File: src/fdr_pkg.sv
// Package: shared types and constants for the Fresnel dielectric reflectance unit.
package fdr_pkg;

    localparam int RESULT_FRAC_BITS = 16;
    localparam int REFL_W           = RESULT_FRAC_BITS + 1;

    localparam int FRONT_STAGES = 5;
    localparam int SQRT_RAD_W   = 62;
    localparam int SQRT_ROOT_W  = SQRT_RAD_W / 2;
    localparam int MID_STAGES   = 1;
    localparam int DIV_Q_W      = 31;
    localparam int BACK_STAGES  = 3;
    localparam int PIPE_LATENCY = FRONT_STAGES + SQRT_ROOT_W + MID_STAGES + DIV_Q_W + BACK_STAGES;

    localparam int NP_W = 49;
    localparam int NQ_W = 33;

    typedef struct packed {
        logic signed [15:0] cos_incident;
        logic [15:0]        eta_incident;
        logic [15:0]        eta_transmit;
    } request_t;

    typedef struct packed {
        logic [REFL_W-1:0] reflectance;
        logic              total_internal;
    } result_t;

    typedef struct packed {
        logic        tir;
        logic [15:0] ei;
        logic [47:0] x;
        logic [31:0] a;
    } front_side_t;

endpackage

File: src/fdr_back.sv
// Back end: square the two ratios, sum, round and select the total reflection case.
module fdr_back (
    input  logic              clk,
    input  logic              rst_n,
    input  logic              in_valid,
    input  logic [31:0]       rp,
    input  logic [31:0]       rq,
    input  logic              tir,
    output logic              out_valid,
    output fdr_pkg::result_t  res
);

    localparam int F = fdr_pkg::RESULT_FRAC_BITS;

    logic [2:0]  vld_reg;
    logic [63:0] g_rp2_reg, g_rq2_reg;
    logic        g_tir_reg, h_tir_reg;
    logic [63:0] h_sum_reg;
    fdr_pkg::result_t res_reg;

    logic [64:0] rounded;

    always_comb
    begin
        rounded = {1'b0, h_sum_reg} + (65'd1 << (62 - F));
    end

    always_ff @(posedge clk or negedge rst_n)
    begin
        if (!rst_n)
        begin
            vld_reg <= '0;
        end
        else
        begin
            vld_reg <= {vld_reg[1:0], in_valid};
        end
    end

    always_ff @(posedge clk)
    begin
        g_rp2_reg <= rp * rp;
        g_rq2_reg <= rq * rq;
        g_tir_reg <= tir;

        h_sum_reg <= g_rp2_reg + g_rq2_reg;
        h_tir_reg <= g_tir_reg;

        res_reg.total_internal <= h_tir_reg;
        res_reg.reflectance    <= h_tir_reg ? fdr_pkg::REFL_W'(1 << F)
                                            : rounded[63:63-F];
    end

    assign out_valid = vld_reg[2];
    assign res       = res_reg;

endmodule

File: config.mk
export PLATFORM = sky130hd
export DESIGN_NAME = fdr_back
export DESIGN_NICKNAME = d
export VERILOG_FILES = /design/src/fdr_pkg.sv /design/src/fdr_back.sv
export SDC_FILE = /design/constraint.sdc
export NUM_CORES = 2
export LEC_CHECK = 0
export ABC_CLOCK_PERIOD_IN_PS = 3500
export BUFFER_PORTS_ARGS = -buffer_cell sky130_fd_sc_hd__buf_2
export CAP_MARGIN = 5
export CELL_PAD_IN_SITES_DETAIL_PLACEMENT = 0
export CELL_PAD_IN_SITES_GLOBAL_PLACEMENT = 1
export CORE_UTILIZATION = 40
export CTS_BUF_LIST = sky130_fd_sc_hd__clkbuf_4
export DETAILED_ROUTE_END_ITERATION = 8
export PLACE_DENSITY_LB_ADDON = 0.12
export SYNTH_ARGS = -nofsm -noshare
export SYNTH_HDL_FRONTEND = slang
export SYNTH_SLANG_ARGS = --single-unit
File: constraint.sdc
create_clock -name clk -period 3.5 [get_ports clk]
set_input_delay 0.7 -clock clk [delete_from_list [all_inputs] [get_ports clk]]
set_output_delay 0.7 -clock clk [all_outputs]
set_load 0.005 [all_outputs]
Yosys cells after proc, flatten, opt, wreduce, memory -nomap -nowiden
Index checks and enable logic that the tools add are counted.
{"block": "word_totals", "output_inout_bits": 19, "ff_bits": 215, "input_bits": 68}
{"block": "classes", "n_mul": 2, "addsub": 2}
{"op": "32-bit by 32-bit multiplier with 64-bit output", "n": 2}
{"op": "64-bit by 47-bit adder with 64-bit output, second input constant", "n": 1}
{"op": "64-bit adder", "n": 1}

Logic depth before layout (Yosys ltp)
{"block": "logic_depth", "word_depth": 1, "mapped_depth": 32}

Worst setup path after synthesis
Ideal clock, no wire load.
{"block": "synth_path", "path_kind": "input port to flip-flop", "from": "input port rq[2]", "to": "register g_rq2_reg[63]", "t_required_ps": 3370, "stages": 28, "arrival_ps": 7770, "path_buffers": 3, "path_slack_ps": -4400, "path_cell_list": "clkbuf_1 buf_1 nand2_1 fa_1 fa_1 inv_1 fa_1 inv_1 fa_1 inv_1 fa_1 fa_1 fa_1 inv_1 fa_1 inv_1 ha_1 clkbuf_1 nand2_1 o211ai_1 a31oi_1 nor3_1 a211oi_2 a311o_1 nand3_1 or4b_1 nand3_1 o211ai_1"}
{"block": "synth_between", "elab_chain_len": 1}
{"item": "start: declaration", "line_no": "fdr_back.sv:7", "text": "input logic [31:0] rq,"}
{"item": "32-bit by 32-bit multiplier with 64-bit output", "line_no": "fdr_back.sv:43", "text": "g_rq2_reg <= rq * rq;"}
{"item": "end signal: assignment", "line_no": "fdr_back.sv:43"}
{"item": "end: declaration", "line_no": "fdr_back.sv:16", "text": "logic [63:0] g_rp2_reg, g_rq2_reg;"}
No other way between the ends.
A chain may end at the register's enable or synchronous reset.

Final worst setup path
{"block": "layout_path", "from": "input port rq[11]", "to": "register g_rq2_reg[51]"}
The elaborated chain is that of the path after synthesis.

==> flow_summary.toml <==
[status]
status = "complete, but fails checks"
violations = "negative setup slack"

[worst_hold_path]
min_to = "g_tir_reg"
min_from = "tir"
worstHoldPathType = "input pin to register"
hold_path_depth = 1

[synth]
synth_nets = 9225
synth_top_cell_by_area = "fa_1"
synth_edf_count = 0
synth-seq-area-share_pct = 5.125
netlist_instances = 6921
yosysTopAreaCellShare_pct = 49.01
syn_area_mm2 = 0.06474
synth-seq-cells = 165
synth_area_leaders = "fa_1 (49%), ha_1 (13%), inv_1 (11%)"
avgSynthCellArea_um2 = 9.354
yosysUniqueCellTypes = 68
ys.flop_type = "dfxtp_1"
ys_warn_count = 0
synthArstFlopShare_pct = 1.818

[global_route]
grt_pass1_vias = 56050
grt_max_degree = 19
gr-total-overflow = 0
antenna_found_initial = 2
track_usage_pct = 23.89
grt_pass1_wl_um = 302000

[sta]
finalCritPeriodShare_pct = 203.0
rsz0062_at_grt = "yes"
max_slew.worst_pin.slew_ns = 0.5951
slew_headroom_pct = 60.27
layout_setup_ws_ns = -3.606
finalClockSkew_ns = 0.05966
fin_hold_ws_ns = 0.1529
max_freq_mhz = 140.7
final-hold-violation-count = 0
min_period_ns = 7.106
drv_slew = 0
setup_viol = 117

[cells_and_area]
syn2layout_area_growth_pct = 32.45
stdcell_count = 10450
utilization_pct = 53.40
final_area_mm2 = 0.08575
mostFrequentLayoutCells = "inv_1 (1802), fa_1 (1410), buf_4 (1227)"
antenna_cells = 0
drive_gt1_share_pct = 31.33
final_common_cell = "inv_1"
fin_nets = 10580

[floorplan]
die_x_um = 404.3
initial_utilization_pct = 40.32
die_h_um = 404.3
coreArea_mm2 = 0.1606
dieArea_mm2 = 0.1635
io_pins = 87
std_cell_rows = 147

[critical_path]
rrSetupSlack_ns = 0.21
r2r_cells = 12
r2r_end = "h_sum_reg[61]"
startpoint = "rq[11]"
r2r-start = "g_rq2_reg[29]"
worstPathRequired_ns = 4.08
start_kind = "input pin"
cp_data_arrival_time_ns = 7.68
worstSetupPathType = "input pin to register"
crit_path_end_kind = "register"
path_max_fanout = 5

[drt]
viasPerCell = 4.732
drtAntennaViolNets = 0
wire_per_inst_um = 18.04
drtIter0Drc = 2161
finalWirelength_um = 188400
drcViolationCount = 0
firstDrtPassIters = 6
num_vias = 49430

[placed_design]
dpl_cell_area_mm2 = 0.07797
hpwl_um = 162500
placedCellCount = 10190
place_congestion = 0.8778
port-buffer-count = 86

[flow_run]
maxCapViolations = 0

[clocking]
cts_buffer_depth = 3
clock-sinks = 165
clkLatencyLatePin_ns = 0.66
cts_tree = "built"
htree_levels = 4
clk_pin_slew_ns = 0.14
cts_buffers = 25
cts_root_buf = "clkbuf_4"
## Yosys cell counts (8+ instances only)
library cell and number:
inv_1 1952, fa_1 1585, ha_1 651, nand2_1 611, and2_1 486, clkbuf_1 256, a21oi_1 189, dfxtp_1 162
nor2_1 145, xnor2_1 124, a21o_1 113, xor2_1 110, o21ai_0 107, nand4_1 45, nand3_1 39, nor2b_1 33
a31oi_1 29, o21bai_1 29, a31o_2 25, nor3_1 24, and3_1 22, a211oi_1 21, o21a_1 16, o211ai_1 11
nand2b_1 10, a41oi_1 8, o21ai_1 8, or3_1 8
## logic make-up after synthesis
kind of cell               count (synthesis)  synth area share [%]
AOI/OAI and AO/OA                        620                 6.190
muxes                                      6               0.09663
and+or+nand+nor                         1450                 11.01
xor gates and xnor gates                 234                 3.166
adders and majority gates               2236                 61.59
buffers and inverters                   2210                 12.81
DFF                                      165                 5.125
## layout make-up
cell class	count	area, um2
fillers	14800	74820
multi-input cells	4546	57830
repair buffers	1589	14240
inverters	1952	7347
flip-flops and latches	165	3318
well taps	2160	2703
clock buffers	27	202.7
clock inverters	6	105.1
## critical path, cell delays in order
cell and delay, ns:
buf_12 0.10, buf_12 0.12, buf_12 0.13, buf_8 0.12, nand2_4 0.07, inv_2 0.04, fa_1 0.51, fa_1 0.52
fa_1 0.55, inv_1 0.05, fa_1 0.54, inv_1 0.06, fa_1 0.54, fa_1 0.45, fa_1 0.49, inv_1 0.05
fa_1 0.49, inv_2 0.05, ha_4 0.27, buf_6 0.09, nand4_1 0.13, or4_4 0.53, o21ai_4 0.20, a41o_1 0.26
a31oi_4 0.13, o311ai_4 0.28, xor2_1 0.22
## stage by stage
| step | worst slack, ns | TNS (ns) |
|---|---|---|
| after global placement | -4.638 | -433.87 |
| final | -3.606 | -327.54 |
| after detailed placement | -4.646 | -436.26 |
| after global routing | -3.725 | -340.43 |
| after floorplan | -3.866 | -344.39 |
| after CTS | -3.557 | -324.19 |
## how the worst max path moves through the flow
| stage | endpoint | slack, ns | cells past startpoint |
|---|---|---|---|
| floorplan | g_rq2_reg[57] | -3.87 | 28 |
| global placement | g_rq2_reg[51] | -4.64 | 24 |
| detailed placement | g_rq2_reg[51] | -4.65 | 24 |
| CTS | g_rq2_reg[51] | -3.56 | 25 |
| global route | g_rq2_reg[51] | -3.72 | 27 |
| finish | g_rq2_reg[51] | -3.61 | 27 |
## repair_timing
item                                    in CTS  in global routing
buffers inserted                           151                 95
endpoints found under the hold margin        3                  0
pin swaps                                  367                471
hold buffers                                 1                  0
resized for setup                          753                608
gates cloned                                11                  3
endpoints found under the setup margin     118                125
## metal layers
metal / wire, um / GRT usage, % / vias up / part of all wire, %
met1: 80590 / 31.17 / 25420 / 43
met4: 3708 / 4.001 / 0 / 2.0
li1: - / - / 23150 / -
met3: 5862 / 2.288 / 176 / 3.1
met5: 0 / 0 / - / 0
met2: 98290 / 43.22 / 685 / 52
Power is not shown: default switching activity piles up to over one toggle a cycle in this logic, so the estimate is an artifact.
