File: src/fdr_sqrt.sv
// Pipelined digit-by-digit integer square root, one root bit per stage.
module fdr_sqrt #(
    parameter int RAD_W  = 62,
    parameter int SIDE_W = 1
) (
    input  logic                 clk,
    input  logic                 rst_n,
    input  logic                 in_valid,
    input  logic [RAD_W-1:0]     radicand,
    input  logic [SIDE_W-1:0]    side_in,
    output logic                 out_valid,
    output logic [RAD_W/2-1:0]   root,
    output logic [SIDE_W-1:0]    side_out
);

    localparam int N     = RAD_W / 2;
    localparam int REM_W = N + 2;

    logic [N-1:0]      vld_reg;
    logic [RAD_W-1:0]  rad_reg  [N];
    logic [REM_W-1:0]  rem_reg  [N];
    logic [N-1:0]      root_reg [N];
    logic [SIDE_W-1:0] side_reg [N];

    logic              vld_in  [N+1];
    logic [RAD_W-1:0]  rad_in  [N+1];
    logic [REM_W-1:0]  rem_in  [N+1];
    logic [N-1:0]      root_in [N+1];
    logic [SIDE_W-1:0] side_s  [N+1];

    assign vld_in[0]  = in_valid;
    assign rad_in[0]  = radicand;
    assign rem_in[0]  = '0;
    assign root_in[0] = '0;
    assign side_s[0]  = side_in;

    always_ff @(posedge clk or negedge rst_n)
    begin
        if (!rst_n)
        begin
            vld_reg <= '0;
        end
        else
        begin
            for (int k = 0; k < N; k++)
            begin
                vld_reg[k] <= vld_in[k];
            end
        end
    end

    for (genvar i = 0; i < N; i++) begin : g_stage
        logic [REM_W-1:0] rem_sh;
        logic [REM_W-1:0] trial;
        logic             ge;

        always_comb
        begin
            rem_sh = {rem_in[i][REM_W-3:0], rad_in[i][RAD_W-1:RAD_W-2]};
            trial  = {root_in[i], 2'b01};
            ge     = rem_sh >= trial;
        end

        always_ff @(posedge clk)
        begin
            rad_reg[i]  <= {rad_in[i][RAD_W-3:0], 2'b00};
            rem_reg[i]  <= ge ? REM_W'(rem_sh - trial) : rem_sh;
            root_reg[i] <= {root_in[i][N-2:0], ge};
            side_reg[i] <= side_s[i];
        end

        assign vld_in[i+1]  = vld_reg[i];
        assign rad_in[i+1]  = rad_reg[i];
        assign rem_in[i+1]  = rem_reg[i];
        assign root_in[i+1] = root_reg[i];
        assign side_s[i+1]  = side_reg[i];
    end

    assign out_valid = vld_in[N];
    assign root      = root_in[N];
    assign side_out  = side_s[N];

endmodule

File: config.mk
export PLATFORM = sky130hd
export DESIGN_NAME = fdr_sqrt
export DESIGN_NICKNAME = d
export VERILOG_FILES = /design/src/fdr_sqrt.sv
export SDC_FILE = /design/constraint.sdc
export NUM_CORES = 2
export LEC_CHECK = 0
export BUFFER_PORTS_ARGS = -buffer_cell sky130_fd_sc_hd__clkbuf_2
export CELL_PAD_IN_SITES_DETAIL_PLACEMENT = 0
export CELL_PAD_IN_SITES_GLOBAL_PLACEMENT = 1
export CORE_UTILIZATION = 54
export CTS_CLUSTER_SIZE = 20
export DETAILED_ROUTE_END_ITERATION = 8
export PLACE_DENSITY = 0.94
export SETUP_SLACK_MARGIN = 0.4
export SLEW_MARGIN = 10
export SYNTH_ARGS = -nofsm -noshare
export SYNTH_HDL_FRONTEND = slang
export SYNTH_SLANG_ARGS = --single-unit
File: constraint.sdc
create_clock -name clk -period 8.55 [get_ports clk]
set_input_delay 0.4275 -clock clk [delete_from_list [all_inputs] [get_ports clk]]
set_output_delay 0.4275 -clock clk [all_outputs]
set_load 0.01 [all_outputs]
# After elaboration in Yosys (flattened, before gate mapping)
# Memory sizes are Yosys's and may differ from the RTL's.
# Index checks and enable logic that the tools add are counted.
[word_totals]
ff_bits = 31
mem_bits_rw = 3875
in_bits = 66
n_memories = 4
[op_classes]
n_addsub = 31
order_cmp = 31
mux = 31
[mem_list]
columns = ["name", "depth", "width", "rd", "rd_ports_with_merged_regs", "wr", "line_no", "text"]
rows = [
  ["rad_reg", 31, 60, 30, 0, 31, "20", "logic [RAD_W-1:0] rad_reg [N];"],
  ["rem_reg", 31, 33, 30, 0, 31, "21", "logic [REM_W-1:0] rem_reg [N];"],
  ["root_reg", 31, 31, 31, 0, 31, "22", "logic [N-1:0] root_reg [N];"],
  ["side_reg", 31, 1, 31, 0, 31, "23", "logic [SIDE_W-1:0] side_reg [N];"],
]
[op_table]
columns = ["op", "count"]
rows = [
  ["33-bit 2-to-1 mux", 31],
  ["33-bit >= comparator", 30],
  ["33-bit subtractor", 30],
  ["2-bit by 1-bit subtractor with 3-bit output, second input constant", 1],
  ["2-bit by 1-bit >= comparator with 1-bit output, second input constant", 1],
]

# Logic depth before layout (Yosys ltp)
# An unclocked memory read counts as a cell.
[depth]
depth_word = 3
ltp_mapped = 14
depth_no_buf = 13

# Worst setup path before layout
# Ideal clock, no wire load.
[synth_path]
kind = "reg-to-reg"
start = "memory root_reg[0][465] (netlist name)"
end = "memory rem_reg[1][28] (netlist name)"
setup_time_ns = 0.118
arrival_time_ns = 3.082
setup_slack_ns = 5.350
stages_incl_launch_ff = 13
path_buffers = 0
period_less_slack_ns = 3.200
cell_sequence = "dfxtp_1 -> inv_1 -> ha_1 -> nor2b_1 -> o31ai_1 -> a211oi_1 -> a2111oi_0 -> o31ai_1 -> a21oi_1 -> nor2_1 -> nor4b_1 -> nand3_1 -> xnor2_1"
[synth_lines]
columns = ["element", "line_no"]
rows = [
  ["start, declared", "22"],
  ["end, declared", "21"],
]

==> summary.txt <==
Placement
  – Number of port buffers: 98
  – RD Place Congestion: 0.902
  – Placed Area: 0.0876 mm²
  – HPWL after detailed placement: 124000 µm

Critical path
  – Reg-to-Reg End: rem_reg[1][414]
  – R2R setup slack: 4.43 ns
  – CP Max Fanout: 54
  – Reg2reg path depth: 13
  – Req. time, crit path: 9.26 ns
  – Critical Path Source Type: flip-flop
  – Setup crit start: root_reg[1][347]
  – Worst setup path class: reg2reg
  – Reg-to-reg startpoint: root_reg[1][347]
  – Worst EP arrival: 4.83 ns
  – CP Capture Type: flip-flop
  – Crit path to: rem_reg[1][414]

Logic synthesis
  – Synth Net Count: 8773
  – Number of flops mapped to enable cells by yosys: 0
  – Synth Instances: 8179
  – Seq/Total Area, Yosys: 0.562
  – Ys flop type: dfxtp_1
  – Post-Syn Area: 0.0849 mm²
  – Unique cell type count in the Yosys netlist: 88
  – Mapped Avg Cell Area: 10.4 µm²
  – Number of synthesized register bits: 2375
  – Yosys Warn Count: 0
  – Post-synth ARST share: 0.0131

Clock network
  – Postcts setup bufs: 0
  – Worst-path clk slew: 0.06 ns
  – Clock tree buffer depth: 3
  – CTS tree: built
  – Clk sinks: 2375
  – Worst-Skew Late Latency: 0.83 ns
  – Clk root buf: clkbuf_16
  – Total CTS buffers: 220
  – Post-cts repair resize count: 0
  – H-tree levels: 4

Timing
  – Tcrit/Tclk final: 0.482
  – Tightest Pin Transition: 1.23 ns
  – RSZ-0062 raised after global routing: no
  – Clk_skew: 0.0320 ns
  – Final Max Tran Viols: 0
  – Final Hold Vio Count: 0
  – Min Clock Period, post-route: 4.12 ns
  – Worst slew margin: 0.167
  – Final setup TNS: 0 ns
  – Final setup vio count: 0
  – Achievable Freq: 242 MHz

Routing
  – Routed Antenna Nets: 0
  – Drt total wl: 168000 µm
  – Drt pass-1 iters: 6
  – DRC errors left: 0
  – Via-per-instance ratio: 5.25
  – Vias: 56100
  – DR iter-0 viols: 3667
  – Routed WL per cell: 15.7 µm

Final layout
  – Final Cell Area: 0.0962 mm²
  – Register area: 0.0477 mm²
  – Multi-input combinational cell area: 0.0343 mm²
  – Nets: 9041
  – Share of cells above drive strength 1: 0.0762
  – Max reg flops: 930
  – Fill count: 12600
  – Area Overhead vs Synth: 13.3%

Pwr
  – Static leakage: 45.6 nW
  – Max rail drop VDD: 0.000222 V
  – Pwr Density: 306 mW/mm²

Global routing
  – First-pass GRT wire length: 272000 µm
  – Initial antenna violation count: 1
  – Total GRT Usage: 0.209
  – Vias in the first global route: 55000
  – Largest net degree at the start of global routing: 55
  – Gr ovfl total: 0

Run status
  – Outcome: completed

Floorplanning
  – Die area: 0.159 mm²
  – Num rows: 145
  – Chip width: 399 µm
  – Die Span Y: 399 µm
  – Initial Util: 0.544
  – CORE AREA: 0.156 mm²
  – Top Ports: 99

Hold path
  – Min-Delay Path Class: in2async

Flow run
  – # Max-Cap Violations: 0
## power breakdown
| group | internal, mW | switching [mW] |
|---|---|---|
| clock network | 6.25 | 4.08 |
| logic | 2.26 | 2.61 |
| registers | 12.9 | 1.31 |
## worst max-delay path: stages, from the launching register on
cell and delay [ns]:
dfxtp_1 0.39, inv_1 0.06, ha_1 0.39, nand4_1 0.16
nor3_1 0.56, a21bo_2 0.32, a31oi_1 0.22, o41a_1 0.28
a41oi_1 0.14, o21ai_0 0.31, a31o_2 0.22, buf_4 0.49
o311ai_0 0.28, o21a_1 0.18
## how the worst min path moves through the flow
stage	start	to	cells past startpoint
after floorplan	rst_n	vld_reg[0]	0
after global placement	side_reg[1][3]	side_reg[1][4]	0
after detailed placement	rad_reg[0][81]	rad_reg[0][143]	0
after CTS	rst_n	vld_reg[5]	2
after global routing	radicand[56]	rad_reg[0][56]	2
final	rst_n	vld_reg[1]	2
## cells in the final DEF, fill, tap and decap left out, types with 19 or more instances in the layout
cell type	count
clkbuf_1	40
nand2b_1	96
dfrtp_1	31
o21bai_1	43
nor2b_1	86
and3_1	47
dlygate4sd3_1	66
buf_4	19
a21o_1	223
ha_1	528
a31oi_1	52
a211oi_1	40
nand3_1	109
nor3_1	191
nand4_1	71
nor2_1	504
a21oi_1	526
mux2_2	93
clkbuf_16	226
o21a_1	119
clkbuf_8	43
and2_1	28
xnor2_1	360
nand2_1	527
bufinv_16	34
dfxtp_1	2344
clkbuf_2	98
o211ai_1	26
or3_1	69
or4_1	40
xor2_1	368
o21ai_0	399
or2_2	36
clkinv_2	38
o31ai_1	60
inv_1	641
nor4_1	117
## cell usage after synthesis (8+ instances only)
library cell,instances,share of area
nor2b_1,86,0.0063
o31ai_1,60,0.0053
ha_1,528,0.078
o21ai_0,399,0.024
or4_1,40,0.0035
nor3_1,192,0.011
a31oi_1,52,0.0038
a31o_2,15,0.0015
nor2_1,504,0.022
nand3b_1,16,0.0014
a21o_1,223,0.020
a211oi_1,40,0.0035
xor2_1,368,0.038
xnor2_1,360,0.037
or3_1,69,0.0051
a21boi_0,17,0.0015
o21a_1,119,0.011
nand4b_1,8,0.00083
a21oi_1,529,0.031
or2_2,36,0.0027
mux2_2,93,0.012
inv_1,641,0.028
nand4_1,71,0.0052
and4_1,14,0.0014
nand2_1,527,0.023
nand3_1,109,0.0064
nor4b_1,12,0.0012
dfrtp_1,31,0.0091
o21bai_1,43,0.0038
dfxtp_1,2344,0.55
o41ai_1,10,0.0010
and2_1,28,0.0021
mux2i_1,9,0.0011
buf_1,14,0.00062
nand2b_1,96,0.0071
a2111oi_0,16,0.0017
o211ai_1,26,0.0023
clkbuf_1,116,0.0051
nor3b_1,11,0.00097
o211a_1,8,0.00094
nor4_1,117,0.0086
and3_1,47,0.0035
o22ai_1,9,0.00066
## per-stage QoR
step	instances	worst slack [ns]	utilization	hold slack, ns	total power [mW]
finish	10700	4.43	0.616	0.213	29.4
global route	10700	4.02	0.616	0.190	30.9
CTS	10700	4.48	0.616	0.161	29.7
detailed placement	10200	4.54	0.561	0.312	19.2
global placement	10200	4.53	0.561	0.310	19.1
floorplan	8179	5.35	-	0.132	17.8
## cell families (layout without fill, tap and decap cells)
family,Yosys count,count (layout),share of synthesized area
compound gates,1653,1653,0.120
xor+xnor,728,728,0.0751
fa+ha+maj,528,528,0.0778
buf+inv,781,1233,0.0347
flops,2375,2375,0.562
mux,102,102,0.0134
other cells,1,2,0.0000442
simple gates,2011,2011,0.117
## metal layers
layer,GRT usage,routed length (µm),vias to the layer above
li1,-,-,28500
met1,0.255,73200,26300
met2,0.373,82900,1080
met3,0.0334,6840,312
met4,0.0701,4690,0
met5,0,0,-
## what timing repair did
action | in CTS | in global routing
endpoints found under the hold margin | 96 | 0
setup endpoints to repair | 0 | 0
hold buffers | 66 | 0
## layout make-up
type                    count  area share
multi-input cells        5023       0.357
flip-flops and latches   2375       0.496
well taps                2058      0.0268
repair buffers            183      0.0134
inverters                 644      0.0251
clock buffers             309      0.0665
clock inverters            97      0.0157
diodes                      1   0.0000260
Note: power is estimated with default switching activity, not from simulation.
